==> src/bsc_pkg.sv <==
// Shared types and constants for the bubble sort block with swap count.
// Used by the channel interfaces, the sorting cell and the top level.
package bsc_pkg;

	// Default number of values in one set.
	localparam int SET_SIZE_DEF = 16;

	// Field widths.
	localparam int DATA_W  = 32;
	localparam int COUNT_W = 7;

	// Largest swap count that can be reported; the total saturates here.
	localparam logic [COUNT_W-1:0] COUNT_MAX = {COUNT_W{1'b1}};

	// Controls broadcast from the sequencer to every cell of the chain.
	typedef struct packed {
		logic load;   // insert the incoming sample
		logic shift;  // move every value one place towards the output
	} cell_ctl_t;

	// Sequencer states.
	typedef enum logic [1:0] {
		ST_LOAD = 2'b01,
		ST_EMIT = 2'b10
	} seq_state_t;

endpackage

==> src/bsc_in_if.sv <==
// Input channel: one signed sample per transfer.
// Depends on bsc_pkg for the data width.
interface bsc_in_if import bsc_pkg::*; ();
	logic                     valid;
	logic                     ready;
	logic signed [DATA_W-1:0] sample;

	modport source (output valid, output sample, input ready);
	modport sink   (input valid, input sample, output ready);
endinterface

==> src/bsc_out_if.sv <==
// Output channel: one sorted value with the set's swap count per transfer.
// Depends on bsc_pkg for the field widths.
interface bsc_out_if import bsc_pkg::*; ();
	logic                     valid;
	logic                     ready;
	logic signed [DATA_W-1:0] sorted_value;
	logic [COUNT_W-1:0]       swap_count;
	logic                     already_sorted;
	logic                     last_out;

	modport source (output valid, output sorted_value, output swap_count,
		output already_sorted, output last_out, input ready);
	modport sink   (input valid, input sorted_value, input swap_count,
		input already_sorted, input last_out, output ready);
endinterface

==> src/bubble_sort_with_swap_count.sv <==
// Bubble sort with swap count: a chain of SET_SIZE insertion cells.
// Loading takes one sample per cycle; each sample is placed in the chain at the clock edge that accepts it.
// After the last sample of a set, SET_SIZE results follow, one per cycle
// while the sink is ready, shifted out of the chain.
// No sample is taken while results are emitted.
// Reset (asynchronous, active low) empties the chain and clears the count.
module bubble_sort_with_swap_count import bsc_pkg::*; #(
	parameter int SET_SIZE = SET_SIZE_DEF
) (
	input  logic      clk,
	input  logic      arst_n,
	bsc_in_if.sink    sample_ch,
	bsc_out_if.source result_ch
);

	localparam int CNT_W = $clog2(SET_SIZE + 1);
	localparam int IDX_W = $clog2(SET_SIZE);
	localparam int SUM_W = COUNT_W + 1;

	seq_state_t               state_q;
	logic [CNT_W-1:0]         filled_q;
	logic [COUNT_W-1:0]       total_q;
	cell_ctl_t                ctl;
	logic                     in_xfer;
	logic                     out_xfer;
	logic                     last_cell;
	logic signed [DATA_W-1:0] chain_value [0:SET_SIZE+1];
	logic                     chain_valid [0:SET_SIZE+1];
	logic                     chain_gt    [0:SET_SIZE];
	logic [IDX_W-1:0]         ins_pos;
	logic                     any_gt;
	logic [IDX_W-1:0]         inc;
	logic [SUM_W-1:0]         sum;

	assign in_xfer  = sample_ch.valid && sample_ch.ready;
	assign out_xfer = result_ch.valid && result_ch.ready;

	assign ctl.load  = in_xfer;
	assign ctl.shift = out_xfer;

	// Chain boundaries: below the first cell and above the last.
	assign chain_value[0]          = '0;
	assign chain_valid[0]          = 1'b1;
	assign chain_gt[0]             = 1'b0;
	assign chain_value[SET_SIZE+1] = '0;
	assign chain_valid[SET_SIZE+1] = 1'b0;

	// The cells, smallest value at the bottom.
	for (genvar i = 1; i <= SET_SIZE; i++) begin : g_cell
		bsc_cell u_cell (
			.clk        (clk),
			.arst_n     (arst_n),
			.ctl        (ctl),
			.sample     (sample_ch.sample),
			.prev_value (chain_value[i-1]),
			.prev_valid (chain_valid[i-1]),
			.prev_gt    (chain_gt[i-1]),
			.next_value (chain_value[i+1]),
			.next_valid (chain_valid[i+1]),
			.value      (chain_value[i]),
			.valid      (chain_valid[i]),
			.gt         (chain_gt[i])
		);
	end

	// The greater cells form a run at the top of the filled part; find its start.
	always_comb begin
		ins_pos = '0;
		any_gt  = 1'b0;
		for (int i = 0; i < SET_SIZE; i++) begin
			if (chain_gt[i+1] && !chain_gt[i]) begin
				ins_pos = ins_pos | IDX_W'(i);
				any_gt  = 1'b1;
			end
		end
	end

	// Values moved up by this sample, added to a saturating total.
	assign inc = any_gt ? IDX_W'(filled_q - CNT_W'(ins_pos)) : '0;
	assign sum = SUM_W'(total_q) + SUM_W'(inc);

	// Sequencer: load a full set, then shift it out.
	always_ff @(posedge clk or negedge arst_n) begin
		if (!arst_n) begin
			state_q  <= ST_LOAD;
			filled_q <= '0;
			total_q  <= '0;
		end else begin
			case (state_q)
				ST_LOAD: begin
					if (in_xfer) begin
						total_q <= (sum > SUM_W'(COUNT_MAX)) ? COUNT_MAX
							: sum[COUNT_W-1:0];
						if (filled_q == CNT_W'(SET_SIZE - 1)) begin
							filled_q <= '0;
							state_q  <= ST_EMIT;
						end else begin
							filled_q <= filled_q + 1'b1;
						end
					end
				end
				ST_EMIT: begin
					if (out_xfer && last_cell) begin
						total_q <= '0;
						state_q <= ST_LOAD;
					end
				end
				default: begin
					state_q <= ST_LOAD;
				end
			endcase
		end
	end

	// The bottom cell is the last one once the cell above it has drained.
	assign last_cell = !chain_valid[2];

	assign sample_ch.ready          = (state_q == ST_LOAD);
	assign result_ch.valid          = (state_q == ST_EMIT);
	assign result_ch.sorted_value   = chain_value[1];
	assign result_ch.swap_count     = total_q;
	assign result_ch.already_sorted = (total_q == '0);
	assign result_ch.last_out       = last_cell;

endmodule

==> src/bsc_cell.sv <==
// One cell of the insertion chain: holds one value and its valid bit.
// Depends on bsc_pkg for the data width and the control struct.
module bsc_cell import bsc_pkg::*; (
	input  logic                     clk,
	input  logic                     arst_n,
	input  cell_ctl_t                ctl,
	input  logic signed [DATA_W-1:0] sample,
	input  logic signed [DATA_W-1:0] prev_value,
	input  logic                     prev_valid,
	input  logic                     prev_gt,
	input  logic signed [DATA_W-1:0] next_value,
	input  logic                     next_valid,
	output logic signed [DATA_W-1:0] value,
	output logic                     valid,
	output logic                     gt
);

	logic signed [DATA_W-1:0] value_q;
	logic                     valid_q;
	logic                     take;

	// The stored value is strictly greater than the incoming sample.
	assign gt = valid_q && (value_q > sample);

	// A greater cell moves up; the first empty cell takes the overflow.
	assign take = gt || (!valid_q && prev_valid);

	// Valid bits fill from the bottom on insertion and drain on shift out.
	always_ff @(posedge clk or negedge arst_n) begin
		if (!arst_n) begin
			valid_q <= 1'b0;
		end else if (ctl.load) begin
			valid_q <= valid_q || prev_valid;
		end else if (ctl.shift) begin
			valid_q <= next_valid;
		end
	end

	// Payload: lower value if it moves up, else sample; upper value on shift.
	always_ff @(posedge clk) begin
		if (ctl.load && take) begin
			value_q <= prev_gt ? prev_value : sample;
		end else if (ctl.shift) begin
			value_q <= next_value;
		end
	end

	assign value = value_q;
	assign valid = valid_q;

endmodule

==> src/flat_wrapper.sv <==
// flat-port wrapper written by rule: the top's interface ports become plain ports
module bubble_sort_with_swap_count_flat import bsc_pkg::*;
#(
	parameter int SET_SIZE = SET_SIZE_DEF
)
  (clk, arst_n, sample_ch_valid, sample_ch_sample, sample_ch_ready, result_ch_valid, result_ch_sorted_value, result_ch_swap_count, result_ch_already_sorted, result_ch_last_out, result_ch_ready);
  bsc_in_if sample_ch_i ();
  bsc_out_if result_ch_i ();
  input  logic clk;
  input  logic arst_n;
  input wire logic [$bits(sample_ch_i.valid)-1:0] sample_ch_valid;
  input wire logic [$bits(sample_ch_i.sample)-1:0] sample_ch_sample;
  output wire logic [$bits(sample_ch_i.ready)-1:0] sample_ch_ready;
  output wire logic [$bits(result_ch_i.valid)-1:0] result_ch_valid;
  output wire logic [$bits(result_ch_i.sorted_value)-1:0] result_ch_sorted_value;
  output wire logic [$bits(result_ch_i.swap_count)-1:0] result_ch_swap_count;
  output wire logic [$bits(result_ch_i.already_sorted)-1:0] result_ch_already_sorted;
  output wire logic [$bits(result_ch_i.last_out)-1:0] result_ch_last_out;
  input wire logic [$bits(result_ch_i.ready)-1:0] result_ch_ready;
  assign sample_ch_i.valid = sample_ch_valid;
  assign sample_ch_i.sample = sample_ch_sample;
  assign sample_ch_ready = sample_ch_i.ready;
  assign result_ch_valid = result_ch_i.valid;
  assign result_ch_sorted_value = result_ch_i.sorted_value;
  assign result_ch_swap_count = result_ch_i.swap_count;
  assign result_ch_already_sorted = result_ch_i.already_sorted;
  assign result_ch_last_out = result_ch_i.last_out;
  assign result_ch_i.ready = result_ch_ready;
  bubble_sort_with_swap_count #(.SET_SIZE(SET_SIZE)) u_core (.clk(clk), .arst_n(arst_n), .sample_ch(sample_ch_i), .result_ch(result_ch_i));
endmodule
==> config.mk <==
export PLATFORM = sky130hd
export DESIGN_NAME = bubble_sort_with_swap_count_flat
export DESIGN_NICKNAME = d
export VERILOG_FILES = /design/src/bsc_pkg.sv /design/src/bsc_in_if.sv /design/src/bsc_out_if.sv /design/src/bubble_sort_with_swap_count.sv /design/src/bsc_cell.sv /design/src/flat_wrapper.sv
export SDC_FILE = /design/constraint.sdc
export NUM_CORES = 2
export LEC_CHECK = 0
export BUFFER_PORTS_ARGS = -buffer_cell sky130_fd_sc_hd__buf_4
export CAP_MARGIN = 30
export CORE_MARGIN = 5
export CORE_UTILIZATION = 45
export DETAILED_ROUTE_END_ITERATION = 6
export PLACE_DENSITY = 0.7
export SETUP_SLACK_MARGIN = 0.15
export SYNTH_ARGS = -nofsm -noshare
export SYNTH_HDL_FRONTEND = slang
export SYNTH_SLANG_ARGS = --single-unit
==> constraint.sdc <==
create_clock -name clk -period 9.5 [get_ports clk]
set_input_delay 2.375 -clock clk [delete_from_list [all_inputs] [get_ports clk]]
set_output_delay 2.375 -clock clk [all_outputs]
set_load 0.005 [all_outputs]
==> report_table.html <==
<table>
<tr><th>Metric</th><th>Value</th></tr>
<tr><th colspan="2">Critical path</th></tr>
<tr><td>Data arrival, critical path</td><td>8.48 ns</td></tr>
<tr><td>Crit path max fanout</td><td>17</td></tr>
<tr><td>Critical path required time</td><td>10.02 ns</td></tr>
<tr><td>Critical Path Source Type</td><td>input pin</td></tr>
<tr><td>Launch point of the worst reg-to-reg path</td><td>u_core.g_cell[15].u_cell.value[27]</td></tr>
<tr><td>Depth of the worst register-to-register path</td><td>21</td></tr>
<tr><td>Class of the most critical setup path</td><td>in2reg</td></tr>
<tr><td>R2R setup slack</td><td>between 3 and 4 ns</td></tr>
<tr><td>Reg-to-reg critical path endpoint</td><td>u_core.result_ch.swap_count[6]</td></tr>
<tr><td>Type of element capturing the critical path</td><td>flip-flop</td></tr>
<tr><th colspan="2">Yosys</th></tr>
<tr><td>Mux share of post-synthesis cell area</td><td>about an eighth</td></tr>
<tr><td>Unique masters post-synth</td><td>between 70 and 80</td></tr>
<tr><td>Post-Synth XOR/XNOR Area</td><td>0.179%</td></tr>
<tr><td>Share of the yosys chip area belonging to registers</td><td>between 40% and 50%</td></tr>
<tr><td>Syn_area_per_cell</td><td>~10 um^2</td></tr>
<tr><td>Cell type with the highest aggregate area in the netlist</td><td>sky130_fd_sc_hd__edfxtp_1</td></tr>
<tr><td>Simple-gate portion of the synthesized area</td><td>11.5%</td></tr>
<tr><td>Biggest area contributors in the synthesized netlist</td><td>sky130_fd_sc_hd__edfxtp_1, sky130_fd_sc_hd__ha_1, sky130_fd_sc_hd__mux2i_1</td></tr>
<tr><td>Async set-or-reset flop fraction in the synthesized netlist</td><td>between 5 and 6%</td></tr>
<tr><td>Instance count of the mapped netlist</td><td>~3900</td></tr>
<tr><td>Adder-Cell Fraction of Synth Area</td><td>between 10% and 20%</td></tr>
<tr><td>Number of storage elements in the synthesis netlist</td><td>542</td></tr>
<tr><td>Area of the mapped netlist</td><td>between 30000 and 40000 um^2</td></tr>
<tr><td>Synth Area in Compound Gates</td><td>between 10% and 20%</td></tr>
<tr><td>Number of synthesized flops with an enable pin</td><td>around 500</td></tr>
<tr><td>Net count after synthesis</td><td>between 4000 and 5000</td></tr>
<tr><td>Synth Warn #</td><td>0</td></tr>
<tr><td>Most common flop cell mapped by yosys</td><td>sky130_fd_sc_hd__edfxtp_1</td></tr>
<tr><td>Share of Yosys cell area claimed by the top area cell type</td><td>approximately two fifths</td></tr>
<tr><td>Largest family of logic cells by synthesized area</td><td>adder cells</td></tr>
<tr><th colspan="2">Placed design</th></tr>
<tr><td>Area after DPL</td><td>40800 um^2</td></tr>
<tr><td>I/O Buffers</td><td>between 70 and 80</td></tr>
<tr><td>Post-placement worst setup slack</td><td>between 0.9 and 1 ns</td></tr>
<tr><td>Gpl congestion</td><td>just over 0.9</td></tr>
<tr><td>Estimated wirelength of the detail-placed design</td><td>about 90000 um</td></tr>
<tr><th colspan="2">Global route</th></tr>
<tr><td>Global router's overall resource usage</td><td>between 20 and 30%</td></tr>
<tr><td>Met1 Track Usage GR</td><td>approximately 37%</td></tr>
<tr><td>Top Usage Layer GRT</td><td>met2</td></tr>
<tr><td>Vias in the first global route</td><td>29897</td></tr>
<tr><td>Residual overflow from global routing</td><td>0</td></tr>
<tr><td>Wire length of the first global-routing pass</td><td>188000 um</td></tr>
<tr><td>Antenna violations before repair</td><td>9</td></tr>
<tr><td>Met2 layer usage reported by global route</td><td>about two fifths</td></tr>
<tr><td>Met3 routing resource usage after global routing</td><td>5.85%</td></tr>
<tr><td>Largest net degree at the start of global routing</td><td>65</td></tr>
<tr><th colspan="2">Clock tree</th></tr>
<tr><td>Total CTS buffers</td><td>59</td></tr>
<tr><td>Maximum level of the CTS H-tree</td><td>2</td></tr>
<tr><td>Count of cells resized by post-cts repair</td><td>0</td></tr>
<tr><td>Clock input transition at the sequential cells of the worst setup and hold paths</td><td>roughly 0.060 ns</td></tr>
<tr><td>CTS tree</td><td>built</td></tr>
<tr><td>Number of buffers added for setup after CTS</td><td>0</td></tr>
<tr><td>Number of hold buffers added after CTS</td><td>0</td></tr>
<tr><td>Clock network latency to the later pin of the worst-skew pair</td><td>0.64 ns</td></tr>
<tr><td>Number of buffers between clock root and the deepest sink</td><td>3</td></tr>
<tr><td>Clock Sinks</td><td>542</td></tr>
<tr><td>Root buf cell</td><td>sky130_fd_sc_hd__clkbuf_16</td></tr>
<tr><th colspan="2">Min path</th></tr>
<tr><td>Hold EP</td><td>u_core.result_ch.swap_count[0]</td></tr>
<tr><td>Start point of the worst hold path</td><td>u_core.result_ch.swap_count[0]</td></tr>
<tr><td>Depth of the worst hold-timing path</td><td>2</td></tr>
<tr><td>Min-Delay Path Class</td><td>reg2reg</td></tr>
<tr><th colspan="2">Floorplanning</th></tr>
<tr><td>Area of the core</td><td>86500 um^2</td></tr>
<tr><td>Chip Width</td><td>305 um</td></tr>
<tr><td>Placement row count</td><td>between 100 and 150</td></tr>
<tr><td>Die boundary height</td><td>around 300 um</td></tr>
<tr><td>Total Die Area</td><td>92900 um^2</td></tr>
<tr><td>IO Count</td><td>79</td></tr>
<tr><td>Initial Utilization</td><td>between 40% and 50%</td></tr>
<tr><th colspan="2">Power</th></tr>
<tr><td>Areal power density over the cells</td><td>about 330 nW/um^2</td></tr>
<tr><td>VDD IR-drop max</td><td>0.000259 V</td></tr>
<tr><td>Total leakage power</td><td>18.4 nW</td></tr>
<tr><th colspan="2">STA</th></tr>
<tr><td>Worst setup margin</td><td>roughly 1.5 ns</td></tr>
<tr><td>Total negative setup slack</td><td>0 ns</td></tr>
<tr><td>Post-route minimum period</td><td>slightly below 8 ns</td></tr>
<tr><td>Max Clk Rate</td><td>about 130 MHz</td></tr>
<tr><td>Slew margin rel.</td><td>between 30% and 40%</td></tr>
<tr><td>Final setup viols</td><td>0</td></tr>
<tr><td>Crit share post-route</td><td>roughly 84%</td></tr>
<tr><td>Final Skew</td><td>approximately 0.022 ns</td></tr>
<tr><td>Unrepaired setup endpoints after global routing</td><td>no</td></tr>
<tr><td>Final Hold Vio Count</td><td>0</td></tr>
<tr><td>Final max-slew violation count</td><td>0</td></tr>
<tr><td>Worst Max-Slew Pin Slew</td><td>approximately 1 ns</td></tr>
<tr><th colspan="2">Detailed routing</th></tr>
<tr><td>Vias per cell</td><td>6.24</td></tr>
<tr><td>Number of remaining DRC errors</td><td>0</td></tr>
<tr><td>Remaining antenna violation count after routing</td><td>0</td></tr>
<tr><td>Total vias in the final route</td><td>approximately 31000</td></tr>
<tr><td>Count of TritonRoute iterations in the first routing pass</td><td>5</td></tr>
<tr><td>Post-detailed-routing wire length</td><td>~130000 um</td></tr>
<tr><td>Avg WL per Cell</td><td>about 25 um</td></tr>
<tr><td>Number of DRC violations after detailed-routing iteration 0</td><td>3377</td></tr>
<tr><th colspan="2">Finish</th></tr>
<tr><td>Post-layout nets</td><td>4369</td></tr>
<tr><td>Area grow syn2layout</td><td>9.30%</td></tr>
<tr><td>Cell area after layout</td><td>about 43000 um^2</td></tr>
<tr><td>Share of layout cells above drive strength 1</td><td>under 10%</td></tr>
<tr><th colspan="2">Job</th></tr>
<tr><td>Max-cap violations</td><td>0</td></tr>
<tr><th colspan="2">Run status</th></tr>
<tr><td>Result of the run</td><td>complete, no violations</td></tr>
</table>
[critical path, cell delays in order]
cell and delay [ns]:
sky130_fd_sc_hd__buf_4 0.19, sky130_fd_sc_hd__inv_1 0.62, sky130_fd_sc_hd__ha_1 0.37, sky130_fd_sc_hd__a21oi_1 0.12, sky130_fd_sc_hd__o21ai_0 0.10, sky130_fd_sc_hd__a221oi_1 0.44
sky130_fd_sc_hd__a31oi_1 0.21, sky130_fd_sc_hd__o41ai_1 0.58, sky130_fd_sc_hd__a21oi_4 0.13, sky130_fd_sc_hd__a31oi_1 0.27, sky130_fd_sc_hd__nand2_1 0.13, sky130_fd_sc_hd__or4_1 0.57
sky130_fd_sc_hd__fa_1 0.46, sky130_fd_sc_hd__nor2_1 0.43, sky130_fd_sc_hd__ha_1 0.33, sky130_fd_sc_hd__a21o_1 0.16, sky130_fd_sc_hd__a21oi_1 0.23, sky130_fd_sc_hd__nor2b_1 0.07
sky130_fd_sc_hd__o21a_1 0.19, sky130_fd_sc_hd__and3_1 0.23, sky130_fd_sc_hd__o21ai_0 0.16, sky130_fd_sc_hd__o21ai_0 0.09
[Yosys cell counts (33+ instances only)]
cell and instances:
sky130_fd_sc_hd__a21o_1 50, sky130_fd_sc_hd__a21oi_1 370, sky130_fd_sc_hd__buf_2 47, sky130_fd_sc_hd__buf_4 35, sky130_fd_sc_hd__clkbuf_1 157, sky130_fd_sc_hd__edfxtp_1 512, sky130_fd_sc_hd__ha_1 520, sky130_fd_sc_hd__inv_1 70
sky130_fd_sc_hd__mux2i_1 481, sky130_fd_sc_hd__nand2_1 460, sky130_fd_sc_hd__nand3_1 43, sky130_fd_sc_hd__nand4_1 99, sky130_fd_sc_hd__nor2_1 263, sky130_fd_sc_hd__nor2b_1 33, sky130_fd_sc_hd__o21ai_0 364
[power by group]
| part | switching [mW] | total (mW) | internal [mW] |
|---|---|---|---|
| logic | 4.08 | 6.68 | 2.60 |
| clock network | 1.03 | 2.36 | 1.33 |
| registers | 0.920 | 4.96 | 4.04 |
[metal layers]
metal | wire length, um | vias to the layer above
li1 | - | 14316
met1 | 54800 | 15326
met2 | 54600 | 1423
met3 | 12400 | 219
met4 | 3190 | 14
met5 | 81 | -
[cells by family after synthesis]
family | after synthesis
AND/OR/NAND/NOR | 1005
AO/OA/AOI/OAI | 932
flip-flops | 542
adder cells (fa/ha/maj) | 522
multiplexers | 514
buffers and inverters | 329
XOR/XNOR | 8
[state kept, by name, indices dropped and copies added (netlist names)]
register / count
u_core.g_cell.u_cell.valid: 16
u_core.state_q: 2
u_core.result_ch.swap_count: 7
u_core.g_cell.u_cell.value: 512
u_core.filled_q: 5
[worst max path at each step]
stage | start | endpoint | slack [ns] | cells past startpoint
2_1_floorplan | sample_ch_sample[19] | u_core.result_ch.swap_count[6] | 1.71 | 25
3_3_place_gp | sample_ch_sample[26] | u_core.result_ch.swap_count[2] | 1.08 | 23
3_5_place_dp | sample_ch_sample[26] | u_core.result_ch.swap_count[6] | 0.96 | 23
4_1_cts | sample_ch_sample[26] | u_core.result_ch.swap_count[6] | 1.63 | 23
5_1_grt | sample_ch_sample[19] | u_core.result_ch.swap_count[6] | 1.14 | 26
6_report | sample_ch_sample[7] | u_core.result_ch.swap_count[6] | 1.55 | 22
[final cells by class]
class | instances | area, um^2
fillers | 7878 | 43800
inverters | 70 | 263
repair buffers | 157 | 1200
clock buffers | 88 | 1690
diodes | 3 | 7.51
well taps | 1155 | 1450
multi-input cells | 2981 | 21800
clock inverters | 23 | 221
flip-flops and latches | 542 | 16100
[placed cells by master, fill, tap and decap left out, types with 5 or more instances in the layout]
cell type / count
sky130_fd_sc_hd__clkinvlp_4: 5
sky130_fd_sc_hd__mux2_2: 32
sky130_fd_sc_hd__o21ai_0: 361
sky130_fd_sc_hd__ha_1: 520
sky130_fd_sc_hd__clkbuf_1: 21
sky130_fd_sc_hd__a31oi_1: 10
sky130_fd_sc_hd__nand2b_1: 31
sky130_fd_sc_hd__dfrtp_1: 29
sky130_fd_sc_hd__o21a_1: 18
sky130_fd_sc_hd__o31ai_1: 7
sky130_fd_sc_hd__clkbuf_8: 6
sky130_fd_sc_hd__nor4_1: 19
sky130_fd_sc_hd__nor2_1: 261
sky130_fd_sc_hd__clkinv_1: 5
sky130_fd_sc_hd__nand2_1: 457
sky130_fd_sc_hd__a221o_1: 9
sky130_fd_sc_hd__o211ai_1: 24
sky130_fd_sc_hd__a21oi_4: 7
sky130_fd_sc_hd__mux2i_1: 480
sky130_fd_sc_hd__nand3_1: 43
sky130_fd_sc_hd__nor2b_1: 33
sky130_fd_sc_hd__a221oi_1: 8
sky130_fd_sc_hd__edfxtp_1: 512
sky130_fd_sc_hd__a21oi_1: 363
sky130_fd_sc_hd__buf_4: 156
sky130_fd_sc_hd__clkbuf_16: 61
sky130_fd_sc_hd__a21o_1: 50
sky130_fd_sc_hd__xnor2_1: 5
sky130_fd_sc_hd__nor3_1: 8
sky130_fd_sc_hd__a211oi_1: 16
sky130_fd_sc_hd__o21ai_4: 10
sky130_fd_sc_hd__and4_1: 12
sky130_fd_sc_hd__inv_1: 70
sky130_fd_sc_hd__clkinv_2: 9
sky130_fd_sc_hd__or4_1: 12
sky130_fd_sc_hd__nand4_1: 99
[stage by stage]
stage | std cells | utilization (%) | hold slack, ns | total power, mW
6_report | 5019 | 49.4 | 0.546 | 14.0
2_1_floorplan | 3852 | - | 0.492 | 9.33
4_1_cts | 5015 | 49.4 | 0.547 | 13.9
3_5_place_dp | 4904 | 47.2 | 0.533 | 11.5
5_1_grt | 5016 | 49.4 | 0.577 | 14.9
3_3_place_gp | 4904 | 47.2 | 0.516 | 11.3
No activity file was read; power rests on OpenSTA's default activity.
